**src/rtl/hcb_pkg.sv**
```systemverilog
// Shared types, sizes and datapath command codes for the Huffman code builder.
// Used by every module of the block except hcb_ram; depends on nothing.
`default_nettype none

package hcb_pkg;

  // Sizes
  localparam int MAX_SYMBOLS = 32;
  localparam int WEIGHT_BITS = 16;
  localparam int IDX_W       = 5;    // heap slot / stack entry index
  localparam int CNT_W       = 6;    // counts that reach MAX_SYMBOLS
  localparam int NODE_W      = 6;    // node number, leaves first
  localparam int SUM_W       = 22;   // node weight, wide enough for any sum
  localparam int CODE_W      = 31;   // deepest leaf of a 32-symbol tree
  localparam int LEN_W       = 5;
  localparam int CHILD_DEPTH = MAX_SYMBOLS - 1;

  typedef struct packed {
    logic [15:0] weight;
    logic        final_symbol;
  } in_item_t;

  typedef struct packed {
    logic [5:0]  symbol;
    logic [62:0] code_bits;
    logic [5:0]  code_len;
    logic        overflow;
    logic        end_of_codes;
  } out_item_t;

  typedef struct packed {
    logic [NODE_W-1:0] node;
    logic [SUM_W-1:0]  weight;
  } heap_ent_t;

  typedef struct packed {
    logic [NODE_W-1:0] node;
    logic [LEN_W-1:0]  len;
    logic [CODE_W-1:0] code;
  } walk_ent_t;

  typedef struct packed {
    logic [NODE_W-1:0] left;
    logic [NODE_W-1:0] right;
  } child_ent_t;

  // Datapath operations
  localparam int OP_W = 5;
  localparam logic [OP_W-1:0] OP_NONE     = 5'd0;
  localparam logic [OP_W-1:0] OP_LOAD     = 5'd1;
  localparam logic [OP_W-1:0] OP_DROP     = 5'd2;
  localparam logic [OP_W-1:0] OP_UP       = 5'd3;
  localparam logic [OP_W-1:0] OP_UP_CMP   = 5'd4;
  localparam logic [OP_W-1:0] OP_POP0     = 5'd5;
  localparam logic [OP_W-1:0] OP_POP1     = 5'd6;
  localparam logic [OP_W-1:0] OP_POP2     = 5'd7;
  localparam logic [OP_W-1:0] OP_DN       = 5'd8;
  localparam logic [OP_W-1:0] OP_DN_L     = 5'd9;
  localparam logic [OP_W-1:0] OP_DN_R     = 5'd10;
  localparam logic [OP_W-1:0] OP_MERGE    = 5'd11;
  localparam logic [OP_W-1:0] OP_WK_START = 5'd12;
  localparam logic [OP_W-1:0] OP_EMIT     = 5'd13;
  localparam logic [OP_W-1:0] OP_CHILD_RD = 5'd14;
  localparam logic [OP_W-1:0] OP_WK_CH    = 5'd15;
  localparam logic [OP_W-1:0] OP_WK_POP   = 5'd16;

  typedef struct packed {
    logic [OP_W-1:0] op;
    logic            first;   // pop result goes to the left-child holder
  } dp_cmd_t;

  typedef struct packed {
    logic sym_full;
    logic i_zero;
    logic up_less;
    logic cnt_gt1;
    logic cnt_zero;
    logic l_out;
    logic dn_stop;
    logic leaf;
    logic sp_zero;
    logic out_free;
  } dp_stat_t;

endpackage

`default_nettype wire

```
**src/rtl/hcb_ram.sv**
```systemverilog
// Generic single-write, single-read RAM with registered read data.
// Standalone; used for the heap, child table and walk stack.
`default_nettype none

module hcb_ram #(
  parameter int WIDTH = 8,
  parameter int DEPTH = 32
) (
  input  wire logic                     clk,
  input  wire logic                     we,
  input  wire logic [$clog2(DEPTH)-1:0] waddr,
  input  wire logic [WIDTH-1:0]         wdata,
  input  wire logic [$clog2(DEPTH)-1:0] raddr,
  output logic      [WIDTH-1:0]         rdata
);

  logic [WIDTH-1:0] mem [DEPTH];
  logic [WIDTH-1:0] rdata_r;

  // Write port
  always_ff @(posedge clk) begin
    if (we) begin
      mem[waddr] <= wdata;
    end
  end

  // Registered read port
  always_ff @(posedge clk) begin
    rdata_r <= mem[raddr];
  end

  assign rdata = rdata_r;

endmodule

`default_nettype wire

```
**src/rtl/hcb_dp.sv**
```systemverilog
// Datapath: heap, child table and walk stack memories, counters, output register.
// Depends on hcb_pkg and hcb_ram; driven by hcb_ctrl commands.
`default_nettype none

module hcb_dp (
  input  wire logic                clk,
  input  wire logic                rst_n,
  input  wire hcb_pkg::in_item_t   in_data,
  input  wire hcb_pkg::dp_cmd_t    cmd,
  input  wire logic                out_stall,
  output hcb_pkg::dp_stat_t        stat,
  output logic                     out_valid,
  output hcb_pkg::out_item_t       out_data
);

  // Control registers
  logic [hcb_pkg::CNT_W-1:0] cnt_r, cnt_nxt;
  logic [hcb_pkg::CNT_W-1:0] sym_r, sym_nxt;
  logic                      ovf_r, ovf_nxt;
  logic                      out_valid_r, out_valid_nxt;

  // Payload registers
  logic [hcb_pkg::CNT_W-1:0]  next_r, next_nxt;
  logic [hcb_pkg::IDX_W-1:0]  i_r, i_nxt;
  hcb_pkg::heap_ent_t         x_r, x_nxt;
  hcb_pkg::heap_ent_t         a_r, a_nxt;
  hcb_pkg::heap_ent_t         top_r, top_nxt;
  hcb_pkg::heap_ent_t         lv_r, lv_nxt;
  logic [hcb_pkg::NODE_W-1:0] n_r, n_nxt;
  logic [hcb_pkg::LEN_W-1:0]  len_r, len_nxt;
  logic [hcb_pkg::CODE_W-1:0] code_r, code_nxt;
  logic [hcb_pkg::CNT_W-1:0]  sp_r, sp_nxt;
  hcb_pkg::out_item_t         out_data_r, out_data_nxt;

  // Memory ports
  logic                       h_we;
  logic [hcb_pkg::IDX_W-1:0]  h_waddr, h_raddr;
  hcb_pkg::heap_ent_t         h_wdata, h_rdata;
  logic                       c_we;
  logic [hcb_pkg::IDX_W-1:0]  c_waddr, c_raddr;
  hcb_pkg::child_ent_t        c_wdata, c_rdata;
  logic                       s_we;
  logic [hcb_pkg::IDX_W-1:0]  s_waddr, s_raddr;
  hcb_pkg::walk_ent_t         s_wdata, s_rdata;

  // Index arithmetic
  logic [hcb_pkg::IDX_W-1:0]  parent;
  logic [hcb_pkg::CNT_W-1:0]  lidx, ridx;
  logic [hcb_pkg::CNT_W-1:0]  child_rel, merge_rel, sp_dec;
  logic                       take_l, take_r;
  logic [hcb_pkg::SUM_W-1:0]  minw;
  logic                       out_free;

  assign parent    = (i_r - hcb_pkg::IDX_W'(1)) >> 1;
  assign lidx      = {i_r, 1'b1};
  assign ridx      = lidx + hcb_pkg::CNT_W'(1);
  assign child_rel = hcb_pkg::CNT_W'(n_r) - sym_r;
  assign merge_rel = next_r - sym_r;
  assign sp_dec    = sp_r - hcb_pkg::CNT_W'(1);
  assign out_free  = !out_valid_r || !out_stall;

  // Sift-down child choice: strict compares, left wins a tie
  assign take_l = lv_r.weight < x_r.weight;
  assign minw   = take_l ? lv_r.weight : x_r.weight;
  assign take_r = (ridx < cnt_r) && (h_rdata.weight < minw);

  // Status to the controller
  always_comb begin
    stat.sym_full = sym_r == hcb_pkg::CNT_W'(hcb_pkg::MAX_SYMBOLS);
    stat.i_zero   = i_r == '0;
    stat.up_less  = x_r.weight < h_rdata.weight;
    stat.cnt_gt1  = cnt_r > hcb_pkg::CNT_W'(1);
    stat.cnt_zero = cnt_r == '0;
    stat.l_out    = lidx >= cnt_r;
    stat.dn_stop  = !take_l && !take_r;
    stat.leaf     = hcb_pkg::CNT_W'(n_r) < sym_r;
    stat.sp_zero  = sp_r == '0;
    stat.out_free = out_free;
  end

  // Execute the current command
  always_comb begin
    cnt_nxt       = cnt_r;
    sym_nxt       = sym_r;
    ovf_nxt       = ovf_r;
    out_valid_nxt = out_valid_r && out_stall;
    next_nxt      = next_r;
    i_nxt         = i_r;
    x_nxt         = x_r;
    a_nxt         = a_r;
    top_nxt       = top_r;
    lv_nxt        = lv_r;
    n_nxt         = n_r;
    len_nxt       = len_r;
    code_nxt      = code_r;
    sp_nxt        = sp_r;
    out_data_nxt  = out_data_r;
    h_we          = 1'b0;
    h_waddr       = i_r;
    h_wdata       = x_r;
    h_raddr       = parent;
    c_we          = 1'b0;
    c_waddr       = merge_rel[hcb_pkg::IDX_W-1:0];
    c_wdata       = '{left: a_r.node, right: top_r.node};
    c_raddr       = child_rel[hcb_pkg::IDX_W-1:0];
    s_we          = 1'b0;
    s_waddr       = sp_r[hcb_pkg::IDX_W-1:0];
    s_wdata       = '{node: c_rdata.right, len: len_r + hcb_pkg::LEN_W'(1),
                      code: {code_r[hcb_pkg::CODE_W-2:0], 1'b1}};
    s_raddr       = sp_dec[hcb_pkg::IDX_W-1:0];
    unique case (cmd.op)
      hcb_pkg::OP_LOAD: begin
        x_nxt.node   = sym_r;
        x_nxt.weight = hcb_pkg::SUM_W'(in_data.weight[hcb_pkg::WEIGHT_BITS-1:0]);
        i_nxt        = cnt_r[hcb_pkg::IDX_W-1:0];
        cnt_nxt      = cnt_r + hcb_pkg::CNT_W'(1);
        sym_nxt      = sym_r + hcb_pkg::CNT_W'(1);
        next_nxt     = sym_r + hcb_pkg::CNT_W'(1);
      end
      hcb_pkg::OP_DROP: begin
        ovf_nxt  = 1'b1;
        next_nxt = sym_r;
      end
      hcb_pkg::OP_UP: begin
        // at the root the moving entry settles at once
        h_we    = i_r == '0;
        h_waddr = '0;
      end
      hcb_pkg::OP_UP_CMP: begin
        h_we = 1'b1;
        if (x_r.weight < h_rdata.weight) begin
          h_wdata = h_rdata;
          i_nxt   = parent;
        end
      end
      hcb_pkg::OP_POP0: begin
        h_raddr = '0;
        cnt_nxt = cnt_r - hcb_pkg::CNT_W'(1);
      end
      hcb_pkg::OP_POP1: begin
        if (cmd.first) begin
          a_nxt = h_rdata;
        end else begin
          top_nxt = h_rdata;
        end
        h_raddr = cnt_r[hcb_pkg::IDX_W-1:0];
      end
      hcb_pkg::OP_POP2: begin
        x_nxt = h_rdata;
        i_nxt = '0;
      end
      hcb_pkg::OP_DN: begin
        h_we    = lidx >= cnt_r;
        h_raddr = lidx[hcb_pkg::IDX_W-1:0];
      end
      hcb_pkg::OP_DN_L: begin
        lv_nxt  = h_rdata;
        h_raddr = ridx[hcb_pkg::IDX_W-1:0];
      end
      hcb_pkg::OP_DN_R: begin
        h_we = 1'b1;
        if (take_r) begin
          h_wdata = h_rdata;
          i_nxt   = ridx[hcb_pkg::IDX_W-1:0];
        end else if (take_l) begin
          h_wdata = lv_r;
          i_nxt   = lidx[hcb_pkg::IDX_W-1:0];
        end
      end
      hcb_pkg::OP_MERGE: begin
        c_we         = 1'b1;
        x_nxt.node   = next_r;
        x_nxt.weight = a_r.weight + top_r.weight;
        i_nxt        = cnt_r[hcb_pkg::IDX_W-1:0];
        cnt_nxt      = cnt_r + hcb_pkg::CNT_W'(1);
        next_nxt     = next_r + hcb_pkg::CNT_W'(1);
      end
      hcb_pkg::OP_WK_START: begin
        n_nxt    = top_r.node;
        len_nxt  = '0;
        code_nxt = '0;
        sp_nxt   = '0;
      end
      hcb_pkg::OP_EMIT: begin
        out_valid_nxt             = 1'b1;
        out_data_nxt.symbol       = n_r;
        out_data_nxt.code_bits    = 63'(code_r);
        out_data_nxt.code_len     = 6'(len_r);
        out_data_nxt.overflow     = ovf_r;
        out_data_nxt.end_of_codes = sp_r == '0;
        if (sp_r != '0) begin
          sp_nxt = sp_dec;
        end else begin
          // set finished: ready for the next one
          cnt_nxt = '0;
          sym_nxt = '0;
          ovf_nxt = 1'b0;
        end
      end
      hcb_pkg::OP_CHILD_RD: begin
      end
      hcb_pkg::OP_WK_CH: begin
        // stack the right subtree, descend left
        s_we     = 1'b1;
        sp_nxt   = sp_r + hcb_pkg::CNT_W'(1);
        n_nxt    = c_rdata.left;
        len_nxt  = len_r + hcb_pkg::LEN_W'(1);
        code_nxt = {code_r[hcb_pkg::CODE_W-2:0], 1'b0};
      end
      hcb_pkg::OP_WK_POP: begin
        n_nxt    = s_rdata.node;
        len_nxt  = s_rdata.len;
        code_nxt = s_rdata.code;
      end
      default: begin
      end
    endcase
  end

  always_ff @(posedge clk) begin
    if (!rst_n) begin
      cnt_r       <= '0;
      sym_r       <= '0;
      ovf_r       <= 1'b0;
      out_valid_r <= 1'b0;
    end else begin
      cnt_r       <= cnt_nxt;
      sym_r       <= sym_nxt;
      ovf_r       <= ovf_nxt;
      out_valid_r <= out_valid_nxt;
    end
  end

  always_ff @(posedge clk) begin
    next_r     <= next_nxt;
    i_r        <= i_nxt;
    x_r        <= x_nxt;
    a_r        <= a_nxt;
    top_r      <= top_nxt;
    lv_r       <= lv_nxt;
    n_r        <= n_nxt;
    len_r      <= len_nxt;
    code_r     <= code_nxt;
    sp_r       <= sp_nxt;
    out_data_r <= out_data_nxt;
  end

  assign out_valid = out_valid_r;
  assign out_data  = out_data_r;

  // Min-heap of {node, weight}
  hcb_ram #(
    .WIDTH ($bits(hcb_pkg::heap_ent_t)),
    .DEPTH (hcb_pkg::MAX_SYMBOLS)
  ) u_heap (
    .clk   (clk),
    .we    (h_we),
    .waddr (h_waddr),
    .wdata (h_wdata),
    .raddr (h_raddr),
    .rdata (h_rdata)
  );

  // Children of internal nodes, addressed by node number minus leaf count
  hcb_ram #(
    .WIDTH ($bits(hcb_pkg::child_ent_t)),
    .DEPTH (hcb_pkg::CHILD_DEPTH)
  ) u_child (
    .clk   (clk),
    .we    (c_we),
    .waddr (c_waddr),
    .wdata (c_wdata),
    .raddr (c_raddr),
    .rdata (c_rdata)
  );

  // Pending right subtrees of the depth-first walk
  hcb_ram #(
    .WIDTH ($bits(hcb_pkg::walk_ent_t)),
    .DEPTH (hcb_pkg::MAX_SYMBOLS)
  ) u_stack (
    .clk   (clk),
    .we    (s_we),
    .waddr (s_waddr),
    .wdata (s_wdata),
    .raddr (s_raddr),
    .rdata (s_rdata)
  );

endmodule

`default_nettype wire

```
**src/rtl/hcb_ctrl.sv**
```systemverilog
// Controller: sequences load, heap sift-up/down, tree merge and code walk.
// Depends on hcb_pkg; issues commands to hcb_dp and reads its status.
`default_nettype none

module hcb_ctrl (
  input  wire logic              clk,
  input  wire logic              rst_n,
  input  wire logic              in_valid,
  input  wire logic              in_final,
  input  wire hcb_pkg::dp_stat_t stat,
  output logic                   in_stall,
  output hcb_pkg::dp_cmd_t       cmd
);

  localparam logic [3:0] S_IDLE     = 4'd0;
  localparam logic [3:0] S_UP       = 4'd1;
  localparam logic [3:0] S_UP_CMP   = 4'd2;
  localparam logic [3:0] S_BUILD    = 4'd3;
  localparam logic [3:0] S_POP0     = 4'd4;
  localparam logic [3:0] S_POP1     = 4'd5;
  localparam logic [3:0] S_POP2     = 4'd6;
  localparam logic [3:0] S_DN       = 4'd7;
  localparam logic [3:0] S_DN_L     = 4'd8;
  localparam logic [3:0] S_DN_R     = 4'd9;
  localparam logic [3:0] S_MERGE    = 4'd10;
  localparam logic [3:0] S_WK_START = 4'd11;
  localparam logic [3:0] S_WK_NODE  = 4'd12;
  localparam logic [3:0] S_WK_CH    = 4'd13;
  localparam logic [3:0] S_WK_POP   = 4'd14;

  localparam logic [1:0] POP_A    = 2'd0;
  localparam logic [1:0] POP_B    = 2'd1;
  localparam logic [1:0] POP_ROOT = 2'd2;

  logic [3:0] state_r, state_nxt;
  logic       build_r, build_nxt;   // a finished push returns to the merge loop
  logic [1:0] popsel_r, popsel_nxt;
  logic [3:0] push_done, pop_done;
  logic [1:0] popsel_after;

  assign push_done = build_r ? S_BUILD : S_IDLE;

  // Where a finished pop leads
  always_comb begin
    pop_done     = S_WK_START;
    popsel_after = popsel_r;
    unique case (popsel_r)
      POP_A: begin
        pop_done     = S_POP0;
        popsel_after = POP_B;
      end
      POP_B:    pop_done = S_MERGE;
      default:  pop_done = S_WK_START;
    endcase
  end

  always_comb begin
    state_nxt  = state_r;
    build_nxt  = build_r;
    popsel_nxt = popsel_r;
    cmd.op     = hcb_pkg::OP_NONE;
    cmd.first  = popsel_r == POP_A;
    in_stall   = 1'b1;
    unique case (state_r)
      S_IDLE: begin
        in_stall = 1'b0;
        if (in_valid) begin
          if (!stat.sym_full) begin
            cmd.op    = hcb_pkg::OP_LOAD;
            build_nxt = in_final;
            state_nxt = S_UP;
          end else begin
            cmd.op    = hcb_pkg::OP_DROP;
            build_nxt = in_final;
            state_nxt = in_final ? S_BUILD : S_IDLE;
          end
        end
      end
      S_UP: begin
        cmd.op    = hcb_pkg::OP_UP;
        state_nxt = stat.i_zero ? push_done : S_UP_CMP;
      end
      S_UP_CMP: begin
        cmd.op    = hcb_pkg::OP_UP_CMP;
        state_nxt = stat.up_less ? S_UP : push_done;
      end
      S_BUILD: begin
        popsel_nxt = stat.cnt_gt1 ? POP_A : POP_ROOT;
        state_nxt  = S_POP0;
      end
      S_POP0: begin
        cmd.op    = hcb_pkg::OP_POP0;
        state_nxt = S_POP1;
      end
      S_POP1: begin
        cmd.op    = hcb_pkg::OP_POP1;
        state_nxt = S_POP2;
      end
      S_POP2: begin
        cmd.op = hcb_pkg::OP_POP2;
        if (stat.cnt_zero) begin
          state_nxt  = pop_done;
          popsel_nxt = popsel_after;
        end else begin
          state_nxt = S_DN;
        end
      end
      S_DN: begin
        cmd.op = hcb_pkg::OP_DN;
        if (stat.l_out) begin
          state_nxt  = pop_done;
          popsel_nxt = popsel_after;
        end else begin
          state_nxt = S_DN_L;
        end
      end
      S_DN_L: begin
        cmd.op    = hcb_pkg::OP_DN_L;
        state_nxt = S_DN_R;
      end
      S_DN_R: begin
        cmd.op = hcb_pkg::OP_DN_R;
        if (stat.dn_stop) begin
          state_nxt  = pop_done;
          popsel_nxt = popsel_after;
        end else begin
          state_nxt = S_DN;
        end
      end
      S_MERGE: begin
        cmd.op    = hcb_pkg::OP_MERGE;
        state_nxt = S_UP;
      end
      S_WK_START: begin
        cmd.op    = hcb_pkg::OP_WK_START;
        state_nxt = S_WK_NODE;
      end
      S_WK_NODE: begin
        if (stat.leaf) begin
          // hold until the output register can take the code
          if (stat.out_free) begin
            cmd.op = hcb_pkg::OP_EMIT;
            if (stat.sp_zero) begin
              build_nxt = 1'b0;
              state_nxt = S_IDLE;
            end else begin
              state_nxt = S_WK_POP;
            end
          end
        end else begin
          cmd.op    = hcb_pkg::OP_CHILD_RD;
          state_nxt = S_WK_CH;
        end
      end
      S_WK_CH: begin
        cmd.op    = hcb_pkg::OP_WK_CH;
        state_nxt = S_WK_NODE;
      end
      S_WK_POP: begin
        cmd.op    = hcb_pkg::OP_WK_POP;
        state_nxt = S_WK_NODE;
      end
      default: begin
        state_nxt = S_IDLE;
      end
    endcase
  end

  always_ff @(posedge clk) begin
    if (!rst_n) begin
      state_r  <= S_IDLE;
      build_r  <= 1'b0;
      popsel_r <= POP_A;
    end else begin
      state_r  <= state_nxt;
      build_r  <= build_nxt;
      popsel_r <= popsel_nxt;
    end
  end

endmodule

`default_nettype wire

```
**src/rtl/huffman_code_builder.sv**
```systemverilog
// Top level of the Huffman code builder: controller plus datapath.
// Depends on hcb_pkg, hcb_ctrl, hcb_dp (and hcb_ram through it).
//
// Weights arrive one per transfer, symbols numbered by arrival; up to 32 are
// kept, later ones are dropped and flagged in overflow. Each kept weight is
// inserted into a min-heap held in a RAM with one write and one read port:
// the load is accepted, then the weight climbs the heap a level at a time
// (read the parent, compare and move) and settles. The transfer marked
// final_symbol starts the build: each merge pops two minima and pushes the
// sum, then a depth-first walk emits one code per leaf, waiting on out_stall
// while the output register is full. Input is stalled while each weight sifts
// up, and from the final transfer until the last code sits in the output
// register; no clearing pass is needed after reset.
`default_nettype none

module huffman_code_builder (
  input  wire logic                clk,
  input  wire logic                rst_n,
  input  wire logic                in_valid,
  output logic                     in_stall,
  input  wire hcb_pkg::in_item_t   in_data,
  output logic                     out_valid,
  input  wire logic                out_stall,
  output hcb_pkg::out_item_t       out_data
);

  hcb_pkg::dp_cmd_t  cmd;
  hcb_pkg::dp_stat_t stat;

  hcb_ctrl u_ctrl (
    .clk      (clk),
    .rst_n    (rst_n),
    .in_valid (in_valid),
    .in_final (in_data.final_symbol),
    .stat     (stat),
    .in_stall (in_stall),
    .cmd      (cmd)
  );

  hcb_dp u_dp (
    .clk       (clk),
    .rst_n     (rst_n),
    .in_data   (in_data),
    .cmd       (cmd),
    .out_stall (out_stall),
    .stat      (stat),
    .out_valid (out_valid),
    .out_data  (out_data)
  );

endmodule

`default_nettype wire

```
**config.mk**
```make
export PLATFORM = sky130hd
export DESIGN_NAME = huffman_code_builder
export DESIGN_NICKNAME = d
export VERILOG_FILES = /design/src/rtl/hcb_pkg.sv /design/src/rtl/hcb_ram.sv /design/src/rtl/hcb_dp.sv /design/src/rtl/hcb_ctrl.sv /design/src/rtl/huffman_code_builder.sv
export SDC_FILE = /design/constraint.sdc
export NUM_CORES = 2
export LEC_CHECK = 0
export ABC_AREA = 0
export BUFFER_PORTS_ARGS = -buffer_cell sky130_fd_sc_hd__buf_2
export CORE_MARGIN = 2
export CORE_UTILIZATION = 55
export CTS_CLUSTER_DIAMETER = 50
export DETAILED_ROUTE_END_ITERATION = 8
export GPL_TIMING_DRIVEN = 0
export PLACE_DENSITY = 0.83
export SYNTH_ARGS = -nofsm -noshare
export SYNTH_HDL_FRONTEND = slang
export SYNTH_SLANG_ARGS = --single-unit
export TNS_END_PERCENT = 100
```
**constraint.sdc**
```tcl
create_clock -name clk -period 6.63 [get_ports clk]
set_input_delay 0 -clock clk [delete_from_list [all_inputs] [get_ports clk]]
set_output_delay 0 -clock clk [all_outputs]
set_load 0.02 [all_outputs]
```
### Word level (Yosys, flattened, before mapping)

Memory sizes are Yosys's and may differ from the RTL's. A register that Yosys moved wholly into a read port is not among the register bits.
Index checks and enable logic that the tools add are counted.

* bits in registers: 278
* memory bits (writable): 2580
* input port bits: 21
* output and inout bits: 79
* word-level logic and storage cells: 194
* memories: 3

Memory list
* u_dp.u_stack.mem: words 32, bits a word 41, read ports 1, clocked after Yosys merged registers in 1, wr ports 1, RTL line hcb_ram.sv:17 `logic [WIDTH-1:0] mem [DEPTH];`
* u_dp.u_heap.mem: words 32, bits a word 28, read ports 1, clocked after Yosys merged registers in 1, wr ports 1, RTL line hcb_ram.sv:17
* u_dp.u_child.mem: words 31, bits a word 12, read ports 1, clocked after Yosys merged registers in 1, wr ports 1, RTL line hcb_ram.sv:17

* $add $sub $neg: 12
* magnitude comparators: 7
* eq/ne operators: 43
* mux-type cells: 64
* bitwise operators: 1
* reductions and logical operators: 37

Operators with widths (count)
* one-hot mux 31 bit (3 select lines): 1
* 2-to-1 mux 28 bit: 3
* one-hot mux 28 bit (3 select lines): 1
* one-hot mux 6 bit (3 select lines): 4
* one-hot mux 5 bit (14 select lines): 1
* < comparator 22 bit: 3
* one-hot mux 28 bit (2 select lines): 1
* one-hot mux 4 bit (13 select lines): 1
* 2-to-1 mux 4 bit: 12
* one-hot mux 5 bit (4 select lines): 2
* equality test 5 x 4 -> 1 bit, second input constant: 7
* adder 6 x 1 -> 6 bit, second input constant: 5
* equality test 4 bit, second input constant: 7
* 2-to-1 mux 5 bit: 5
* adder 22 bit: 1
* 2-to-1 mux 22 bit: 1
* equality test 5 x 3 -> 1 bit, second input constant: 4
* equality test 4 x 3 -> 1 bit, second input constant: 4
* 2-to-1 mux 2 bit: 8
* != test 2 bit, second input constant: 8
* 2-to-1 mux 1 bit: 15
* one-hot mux 5 bit (3 select lines): 1
* nonzero test 3 bit: 5
* AND reduction 2 bit: 7
* 39 further kinds: 57

### Longest topological paths before layout

* depth after elaboration: 10
* mapped depth: 20
* mapped depth without buffers: 18

### Cells and area by module

A second synthesis with hierarchy kept.

* cell total of the unflattened synthesis: 6953
* area total of the unflattened synthesis: 117615.3 um2

Modules (own cells, without submodules)
* hcb_ram (u_dp.u_stack): instances 1, cells each 2953, area an instance 53202.3 um2, sequential area each 41199.5 um2
* hcb_ram (u_dp.u_heap): instances 1, cells each 1984, area an instance 35451.5 um2, sequential area each 27466.3 um2
* hcb_ram (u_dp.u_child): instances 1, cells each 705, area an instance 14700.3 um2, sequential area each 11410.9 um2
* hcb_dp: instances 1, cells each 1193, area an instance 13385.3 um2, sequential area each 6736.5 um2
* hcb_ctrl: instances 1, cells each 118, area an instance 875.8 um2, sequential area each 140.1 um2

### Worst setup path before layout

Ideal clock, no wire load.

* path kind: register to register
* start point: register u_dp.x_r[2] in the netlist's numbering
* end point: memory u_dp.u_heap.mem[0][20] in the netlist's numbering, data pin
* setup time: 390 ps
* arrival: 5328 ps
* required time: 6240 ps
* slack: 911 ps
* stages on the path, launching flop included: 21
* path buffers: 2
* clock period less this slack: 5719 ps
* cell sequence: edfxtp_1 inv_1 ha_1 a21o_1 a31oi_1 o21ai_1 a21oi_1 o41ai_4 clkbuf_1 mux2i_1 ha_1 a21o_1 a21o_1 a221o_1 a21oi_1 o21ai_0 a221o_1 a31oi_2 a21oi_1 clkbuf_1 o221ai_1

RTL lines
* start: declaration: RTL line hcb_dp.sv:25 `hcb_pkg::heap_ent_t x_r, x_nxt;`
* start signal: assignment: RTL line hcb_dp.sv:237 `x_r <= x_nxt;`
* end: declaration: RTL line hcb_ram.sv:17

### Final worst setup path

* start point: register u_dp.sp_r[0] in the netlist's numbering
* end point: register u_dp.u_stack.rdata_r[21], in the netlist u_dp.u_stack.rdata[21] (read register of u_dp.u_stack.mem)

* cells in the longest elaborated chain, start to end: 1

RTL lines
* start: declaration: RTL line hcb_dp.sv:32 `logic [hcb_pkg::CNT_W-1:0] sp_r, sp_nxt;`
* start signal: assignment: RTL line hcb_dp.sv:244 `sp_r <= sp_nxt;`
* subtractor 6 x 1 -> 6 bit: RTL line hcb_dp.sv:59 `assign sp_dec = sp_r - hcb_pkg::CNT_W'(1);`
* end: declaration: RTL line hcb_ram.sv:18 `logic [WIDTH-1:0] rdata_r;`

Every way passes these cells.
A chain may end at the register's enable or synchronous reset.

==> impl_metrics.ini <==
[finish]
syn_to_final_growth_pct = 15.2
final_cells = 8900
fill_cells = 12400
layout-drive-gt1-share_pct = 26.7
nets = 6107

[sta]
tns_ns = -0.218
max_freq_mhz = 150
finalMaxSlewViolations = 8
hold_violations = 0
maxSlewHeadroom_pct = -9.13
period_share_pct = 101
setup-violations-final = 10
max_slew.worst_pin.slew_ns = 1.63
fin_skew_ns = 0.0797
min_period_ns = 6.69
setup_ws_ns = -0.0553

[floorplanning]
row_count = 167
initial_core_util_pct = 55.2
die_x_um = 460
core_mm2 = 0.207
die_area_mm2 = 0.211
die_h_um = 460
ios = 100

[worst_setup_path]
required_ns = 7.46
reg2reg_to = u_dp.u_stack.rdata[21]$_DFF_P_
rr_startpoint = u_dp.sp_r[0]$_DFFE_PP_
slowest_stage = clkbuf_1
arrival_ns = 7.51
worstSetupEndpointType = flip-flop
cp-endpoint = u_dp.u_stack.rdata[21]$_DFF_P_
critical_path.cell_chain = clkbuf_1 > clkbuf_2 > buf_1 > inv_1 > ha_1 > clkbuf_1 > clkbuf_1 > clkbuf_1 > mux4_2 > mux4_2 > mux2_2
crit_start = u_dp.sp_r[0]$_DFFE_PP_
slowest_delay_ns = 0.96
crit_type = flip-flop to flip-flop
cp_max_fo = 12
start_kind = flip-flop
r2r_cells = 11
r2r_slack_ns = -0.06
cpMostUsedCell = clkbuf_1

[global_route]
gr-usage-all-layers_pct = 30.6
grt_max_degree = 35
grt_pass1_vias = 63000
antenna_found_initial = 13
grt_pass1_wl_mm = 460
overflow = 0

[clock_network]
insertion_delay_ns = 0.98
root_buffer = clkbuf_16
numCtsBuffers = 308
clk_pin_slew_ns = 0.07
cts_num_sinks = 2897
cts_tree = built
htree_levels = 5
cts_buffer_depth = 4

[pwr]
powerDensity_mw_per_mm2 = 336
vdd_drop_max_mv = 0.394
p_leak_nw = 40.6

[drt]
drtAntennaViolNets = 0
vias_per_cell = 7.03
num_vias = 62600
wirelength_mm = 324
drc = 0
wl_per_cell_um = 36.4
dr.pass1.iters = 8
drt_iter0_markers = 10500

[place]
placed_cells = 8312
gp_congestion = 0.924
numPortBuffers = 65
dp_hpwl_mm = 181

[synth]
netlist_area_mm2 = 0.114
synth.mux.area_fraction_pct = 16.2
synth_top_area_share_pct = 73.5
yosysWarnings = 0
post_synth_fa_ha_maj_area_fraction_pct = 1.36
yosys-top-cells-area = edfxtp_1 (73%), mux4_2 (14%), dfxtp_1 (1.8%)
synth_top_family_by_area = multiplexers
yosys.area_share.simple_pct = 2.20
synth_compound_area_share_pct = 3.06
synthXorXnorAreaFrac_pct = 0.414
async_reset_ff_share_pct = 0
synth_edf_count = 2795
yosysUniqueCellTypes = 82
synth_area_per_cell_um2 = 21.1
synth_cells = 5407
ys_ff_latch = 2897
yosys.area.top_type = edfxtp_1
synth_top_flop_cell = edfxtp_1
ys_seq_area_share_pct = 75.2

[status]
violations = max-capacitance violations, max-slew violations, negative setup slack
status = finished with violations

[worst_hold_path]
hold_class = primary input to flip-flop

[job]
maxCapViolCount = 1
==> synth_stat cells, types with 5 or more instances <==
cell type,count
a22o_1,37
nor2b_1,66
o21ai_1,8
xor2_1,15
a31oi_1,9
buf_1,35
a21o_1,26
a22oi_1,9
and2_1,19
a32oi_1,5
xnor2_1,39
edfxtp_1,2795
a222oi_1,20
nand4_1,9
mux4_2,731
mux2i_1,106
dfxtp_1,102
o21a_1,8
buf_6,10
o2111ai_1,10
nor2_1,165
nand2_1,135
nand2b_1,12
buf_2,28
a21oi_1,138
a221o_1,13
o31ai_1,5
o221ai_1,28
o22ai_1,6
clkbuf_1,175
or3_1,10
nor3_1,27
ha_1,119
buf_4,54
o21ai_0,53
mux2_2,83
nand3_1,34
nand3b_1,5
a211oi_1,77
inv_1,94
a221oi_1,5
nor4b_1,7
==> worst min-delay path by stage <==
| stage | from | to | slack [ns] | cells after the start |
|---|---|---|---|---|
| finish | out_stall | u_dp.out_valid$_SDFF_PN0_ | 0.18 | 5 |
| CTS | out_stall | u_dp.out_valid$_SDFF_PN0_ | 0.14 | 5 |
| floorplan | in_data[0] | u_ctrl.build_r$_SDFFE_PN0P_ | 0.15 | 2 |
| detailed placement | in_data[0] | u_ctrl.build_r$_SDFFE_PN0P_ | 0.32 | 3 |
| global route | rst_n | u_ctrl.popsel_r[1]$_SDFFE_PN0P_ | 0.19 | 4 |
| global placement | in_data[0] | u_ctrl.build_r$_SDFFE_PN0P_ | 0.31 | 3 |
==> cells by family (layout without fill, tap and decap cells) <==
family          Yosys count  in the layout
compound gates          496            500
xor+xnor                 54             54
fa+ha+maj               122            122
buf+inv                 398           1140
flops                  2897           2897
mux                     920            920
other cells               1             44
simple gates            519            519
==> stage by stage <==
step	worst slack, ns	total power (W)	instance area (µm²)	util [%]	hold WS (ns)
2_1_floorplan	0.911	0.0248	114000	-	0.154
3_3_place_gp	-2.05	0.0266	118000	57.1	0.310
3_5_place_dp	-0.993	0.0269	121000	58.6	0.323
4_1_cts	-0.0189	0.0439	132000	63.6	0.137
5_1_grt	-0.0256	0.0450	132000	63.6	0.186
6_report	-0.0553	0.0442	132000	63.7	0.180
==> placed cells by master, fill, tap and decap left out, drive strengths merged, types with 11 or more instances in the layout <==
cell         synthesis  routed
dfxtp              102     102
bufinv               0      25
a221o               13      13
o221ai              28      32
clkbuf             175     570
mux4               731     731
nor3                29      29
ha                 119     119
a211oi              77      77
nand2              135     135
xor2                15      15
nor2               168     168
edfxtp            2795    2795
a21o                26      26
a222oi              20      20
inv                 95     112
diode                0      11
conb                 1      33
nor2b               66      66
nand3               34      34
mux2i              106     106
dlygate4sd3          0      39
o21ai               61      61
mux2                83      83
nand2b              13      13
xnor2               39      39
buf                127     299
clkinv               1      87
and2                19      19
a21oi              139     139
a22o                37      37
==> state kept, by name (all words and copies together), names as in the netlist, 6 cells and up <==
| name | flops |
|---|---|
| u_dp.a_r | 28 |
| u_dp.x_r | 28 |
| u_dp.next_r | 6 |
| u_dp.sp_r | 6 |
| u_dp.cnt_r | 6 |
| u_dp.code_r | 31 |
| u_dp.n_r | 6 |
| u_dp.c_wdata | 6 |
| u_dp.out_data | 44 |
| u_dp.lv_r | 28 |
| u_dp.u_child.mem | 372 |
| u_dp.u_stack.rdata | 41 |
| u_dp.u_child.rdata | 12 |
| u_dp.sym_r | 6 |
| u_dp.u_stack.mem | 1312 |
| u_dp.top_r | 22 |
| u_dp.u_heap.mem | 896 |
| u_dp.u_heap.rdata | 28 |
==> routing by layer <==
metal	wire (µm)	global-route usage [%]
met1	107000	39.1
met2	157000	49.1
met3	39200	7.65
met4	20300	15.9
met5	63	0
==> where the power goes <==
part	total [W]	switching [W]	internal [W]
combinational	0.00637	0.00388	0.00250
clock	0.0171	0.00722	0.00987
sequential	0.0207	0.000349	0.0204
==> layout make-up <==
class / instances / area (µm²) / share of cell area (%)
Buffer: 302 / 1470 / 1.12
Inverter: 96 / 360 / 0.274
Timing Repair Buffer: 211 / 3010 / 2.28
Clock inverter: 136 / 1410 / 1.07
Tap cell: 2704 / 3380 / 2.57
Sequential cell: 2897 / 86000 / 65.3
Clock buffer: 395 / 8330 / 6.33
Antenna cell: 11 / 27.5 / 0.0209
Multi-Input combinational cell: 2148 / 27700 / 21.0
==> worst max-delay path, delay by kind of cell (launching register included) <==
kind,cells,cell delay (ns)
fa+ha+maj,1,0.43
buf+inv,7,4.33
flops,1,0.48
mux,3,1.29
==> timing repair <==
action                                 CTS  global route
gates resized for setup                 27             5
hold buffers                            39             0
setup buffers                            0             2
setup endpoints to repair              865           313
gates cloned                             4             0
pin swaps                                4             1
endpoints found under the hold margin   47             0
Power figures use the tool's default switching activity.
